==> src/sv/ialu_pkg.sv <==
// Package with the opcodes, controller states and control structs of the 128-bit ALU.
`default_nettype none
package ialu_pkg;

  typedef enum logic [3:0] {
    FN_ADD = 4'd0,
    FN_SUB = 4'd1,
    FN_MUL = 4'd2,
    FN_DIV = 4'd3,
    FN_MOD = 4'd4,
    FN_AND = 4'd5,
    FN_OR  = 4'd6,
    FN_XOR = 4'd7,
    FN_SHL = 4'd8,
    FN_SHR = 4'd9,
    FN_CMP = 4'd10,
    FN_NEG = 4'd11
  } func_e;

  localparam logic [1:0] MODE_UU = 2'd0;
  localparam logic [1:0] MODE_SS = 2'd1;
  localparam logic [1:0] MODE_SU = 2'd2;

  localparam int unsigned FieldBits = 64;

  typedef enum logic [2:0] {
    ST_IDLE,
    ST_PREP,
    ST_RUN,
    ST_FIX,
    ST_DONE
  } state_e;

  typedef struct packed {
    logic load_in;
    logic prep;
    logic step;
    logic fix;
    logic load_out;
  } cmd_t;

  typedef struct packed {
    logic long_op;
  } status_t;

endpackage
`default_nettype wire

==> src/sv/ialu_ctrl.sv <==
// Controller state machine: sequences operand load, setup, iterations and result transfer.
`default_nettype none
module ialu_ctrl #(
  parameter int unsigned WORD_BITS = 128
) (
  input  wire logic             clk_i,
  input  wire logic             rst_ni,
  input  wire logic             in_valid_i,
  output logic                  in_ready_o,
  input  wire logic             out_ready_i,
  output logic                  out_valid_o,
  input  wire ialu_pkg::status_t status_i,
  output ialu_pkg::cmd_t        cmd_o
);

  localparam int unsigned CntBits = $clog2(WORD_BITS);

  ialu_pkg::state_e state_q, state_d;
  logic [CntBits-1:0] cnt_q, cnt_d;
  logic out_valid_q, out_valid_d;

  always_ff @(posedge clk_i or negedge rst_ni) begin
    if (!rst_ni) begin
      state_q     <= ialu_pkg::ST_IDLE;
      cnt_q       <= '0;
      out_valid_q <= 1'b0;
    end else begin
      state_q     <= state_d;
      cnt_q       <= cnt_d;
      out_valid_q <= out_valid_d;
    end
  end

  always_comb begin
    state_d     = state_q;
    cnt_d       = cnt_q;
    out_valid_d = out_valid_q;
    cmd_o       = '0;
    in_ready_o  = 1'b0;
    if (out_valid_q && out_ready_i) begin
      out_valid_d = 1'b0;
    end
    unique case (state_q)
      ialu_pkg::ST_IDLE: begin
        in_ready_o = 1'b1;
        if (in_valid_i) begin
          cmd_o.load_in = 1'b1;
          state_d       = ialu_pkg::ST_PREP;
        end
      end
      ialu_pkg::ST_PREP: begin
        cmd_o.prep = 1'b1;
        cnt_d      = CntBits'(WORD_BITS - 1);
        state_d    = status_i.long_op ? ialu_pkg::ST_RUN : ialu_pkg::ST_DONE;
      end
      ialu_pkg::ST_RUN: begin
        cmd_o.step = 1'b1;
        cnt_d      = cnt_q - 1'b1;
        if (cnt_q == '0) begin
          state_d = ialu_pkg::ST_FIX;
        end
      end
      ialu_pkg::ST_FIX: begin
        cmd_o.fix = 1'b1;
        state_d   = ialu_pkg::ST_DONE;
      end
      ialu_pkg::ST_DONE: begin
        // The result waits here until the output register is free.
        if (!out_valid_q || out_ready_i) begin
          cmd_o.load_out = 1'b1;
          out_valid_d    = 1'b1;
          state_d        = ialu_pkg::ST_IDLE;
        end
      end
      default: state_d = ialu_pkg::ST_IDLE;
    endcase
  end

  assign out_valid_o = out_valid_q;

endmodule
`default_nettype wire

==> config.mk <==
export PLATFORM = sky130hd
export DESIGN_NAME = ialu_ctrl
export DESIGN_NICKNAME = d
export VERILOG_FILES = /design/src/sv/ialu_pkg.sv /design/src/sv/ialu_ctrl.sv
export SDC_FILE = /design/constraint.sdc
export NUM_CORES = 1
export LEC_CHECK = 0
export BUFFER_PORTS_ARGS = -buffer_cell sky130_fd_sc_hd__buf_2
export CORE_AREA = 10 10 47 49
export CTS_BUF_LIST = sky130_fd_sc_hd__clkbuf_4
export CTS_CLUSTER_DIAMETER = 30
export CTS_CLUSTER_SIZE = 10
export DETAILED_ROUTE_END_ITERATION = 8
export DIE_AREA = 0 0 57 59
export GPL_ROUTABILITY_DRIVEN = 0
export GPL_TIMING_DRIVEN = 0
export PLACE_DENSITY = 0.69
export SLEW_MARGIN = 20
export SYNTH_ARGS = -nofsm -noshare
export SYNTH_HDL_FRONTEND = slang
export SYNTH_SLANG_ARGS = --single-unit
==> constraint.sdc <==
create_clock -name clk_i -period 1.4 [get_ports clk_i]
set_input_delay 0.28 -clock clk_i [delete_from_list [all_inputs] [get_ports clk_i]]
set_output_delay 0.28 -clock clk_i [all_outputs]
set_load 0.05 [all_outputs]
==> results.cfg <==
[cells_and_area]
fin_cells = 93
syn_to_final_growth_pct = 38.6
drive_above_1_share = 0.481
fill_cells = 128
antenna_cells = 0
final_nets = 84
utilization = 0.599

[sta]
clock_skew_ps = 14.0
fmax_mhz = 640
slew_headroom = 0.814
finalHoldViolations = 0
finalCritPeriodShare = 1.12
tightestPinTransition_ps = 277
setup_viol = 7
rsz0062_at_grt = yes
hold_slack_ps = 282
min_period_ps = 1560
slew_violations = 0
setup_slack_ps = -162

[die]
die_x_um = 57
ios = 12
dieHeight_um = 59
core_mm2 = 0.00140
initial_utilization = 0.432
rows = 14
dieArea_mm2 = 0.00336

[logic_synthesis]
synth_cells = 56
synth_fa_ha_area_frac = 0.0207
synthSimpleGateAreaFrac = 0.225
synth.distinct_cells = 25
synth_mux_area_frac = 0.0165
yosysWarnings = 0
synth_compound_area_frac = 0.184
syn_area_um2 = 606
synth-xor-area-share = 0
ys_ff_latch = 11
synth-seq-area-share = 0.455
synth.net_count = 62
avgSynthCellArea_um2 = 10.8
synth_top_family_by_area = simple AND/OR/NAND/NOR gates

[clocking]
clockRootBuffer = clkbuf_4
cts_tree = built
clock_sinks = 11
htree_levels = 1
clkLatencyLatePin_ps = 270
clkTransAtPathRegs_ps = 70
cts_buffers = 3
clockBufferDepth = 2

[power_and_ir_drop]
vdd_ir_drop_max_mv = 0.939
seq_power_share = 0.259
internal-power_w = 0.00101
p_leak_nw = 0.375
power_frac_clock = 0.126
power.switching_w = 0.000839
power_frac_comb = 0.616
cellPowerDensity_mw_per_mm2 = 2200
p_sw_frac = 0.453

[place]
portBuffers = 11
dp_hpwl_um = 921
post-place-cells = 83

[routing]
drc = 0
wl_per_cell_um = 15.3
ant_nets = 0
via_count = 508
finalWirelength_mm = 1.42
vias_per_cell = 5.46
dr.pass1.iters = 4
drt_iter0_drc = 16

[worst_hold_path]
whs_path_depth = 3
hold_class = in2reg

[run]
maxCapViolCount = 0

[global_route]
antenna_found_initial = 0
grt_pass1_vias = 490
overflow = 0
grt_max_degree = 12
grt_pass1_wl_mm = 2.30
grtUsageTotal = 0.0856

[setup_path]
critPathArrivalTime_ps = 1280
path_class = reg2out
cp_max_fo = 5
end_kind = output port
cp-start-kind = flip-flop
crit_required_ps = 1120
worstRegToRegCells = 5

[outcome]
status = finished with violations
violations = setup timing
-- routing by layer --
| metal | track usage | vias to the layer above | wire, µm | part of all wire |
|---|---|---|---|---|
| li1 | - | 252 | - | - |
| met1 | 0.0952 | 244 | 582 | 0.41 |
| met2 | 0.147 | 12 | 753 | 0.53 |
| met3 | 0.0429 | 0 | 85 | 0.060 |
| met4 | 0.0101 | 0 | 0 | 0 |
| met5 | 0 | - | 0 | 0 |
-- synthesized netlist by cell type --
library cell  number  share of area
dfrtp_1           11           0.45
nor2_1             5          0.031
a211oi_1           4          0.050
buf_6              4          0.074
inv_1              4          0.025
nor3_1             4          0.033
a31oi_1            3          0.031
nand2_1            2          0.012
nand2b_1           2          0.021
nor3b_4            2          0.062
a21boi_0           1          0.012
a21oi_1            1         0.0083
a22oi_1            1          0.012
a311oi_1           1          0.014
a31o_2             1          0.014
a41oi_1            1          0.014
and2b_1            1          0.012
and3_1             1          0.010
ha_1               1          0.021
mux2i_1            1          0.017
nand4_1            1          0.010
nor3b_1            1          0.012
nor3b_2            1          0.021
o31ai_1            1          0.012
o32ai_1            1          0.014
-- stage by stage --
step	setup WS [ps]	instance area [µm²]	power [W]	setup TNS, ps
5_1_grt	-223	840	0.00196	-1350
2_1_floorplan	-137	622	0.00122	-526
3_3_place_gp	-132	697	0.00137	-182
6_report	-162	840	0.00185	-677
3_5_place_dp	-131	697	0.00140	-207
4_1_cts	-156	822	0.00183	-667
-- worst paths after layout --
kind,startpoint,to,slack (ps)
max,state_q[1]$_DFFE_PN0P_,cmd_o[0],-160
min,in_valid_i,state_q[0]$_DFFE_PN0P_,280
max reg2reg,cnt_q[0]$_DFFE_PN0P_,cnt_q[6]$_DFFE_PN0P_,0
min reg2reg,cnt_q[6]$_DFFE_PN0P_,cnt_q[6]$_DFFE_PN0P_,450
max in group asynchronous,rst_ni,cnt_q[2]$_DFFE_PN0P_,790
min in group asynchronous,rst_ni,cnt_q[3]$_DFFE_PN0P_,390
-- cell families after synthesis --
family | Yosys count
buffers and inverters | 8
AND/OR/NAND/NOR | 20
flip-flops | 11
AO/OA/AOI/OAI | 15
adder cells (fa/ha/maj) | 1
multiplexers | 1
-- critical path: stages (launching register included) --
cell     delay (ps)
dfrtp_1         400
buf_6           140
nor2_1          110
and3_2          200
buf_6           150
-- power by group through the flow --
stage / combinational, W / sequential (W) / clock (W)
after floorplan: 0.000708 / 0.000510 / 0
after global placement: 0.000906 / 0.000465 / 0
after detailed placement: 0.000928 / 0.000472 / 0
after CTS: 0.00112 / 0.000470 / 0.000240
after global routing: 0.00122 / 0.000493 / 0.000252
final: 0.00114 / 0.000479 / 0.000232
-- final cells by class --
| type | instances | area (µm²) | area share |
|---|---|---|---|
| Sequential cell | 11 | 275 | 0.328 |
| Buffer | 4 | 45.0 | 0.0537 |
| Multi-Input combinational cell | 37 | 313 | 0.373 |
| Clock buffer | 4 | 30.0 | 0.0358 |
| Timing Repair Buffer | 17 | 141 | 0.168 |
| Inverter | 4 | 15.0 | 0.0179 |
| Tap cell | 16 | 20.0 | 0.0238 |
-- repair_timing --
item,in CTS,in global routing
setup buffers,4,1
endpoints found under the hold margin,11,0
hold buffers,1,0
resized for setup,16,4
endpoints found under the setup margin,8,11
gates cloned,0,1
pin swaps,3,3
-- layout by cell type, fill, tap and decap left out, types with 2 or more instances in the layout --
cell / synthesis / final
buf_2: 0 / 6
nor3_2: 0 / 3
nor2_1: 5 / 5
a31oi_1: 3 / 3
a211oi_1: 4 / 3
clkbuf_4: 0 / 4
buf_4: 0 / 4
nor3b_4: 2 / 3
buf_6: 4 / 9
inv_1: 4 / 3
dfrtp_1: 11 / 11
nand2_1: 2 / 2
-- flip-flops by register name, indices dropped and copies added, names as in the netlist --
name / flops
state_q: 3
cnt_q: 7
out_valid_o: 1
(Power assumes the default switching activity.)
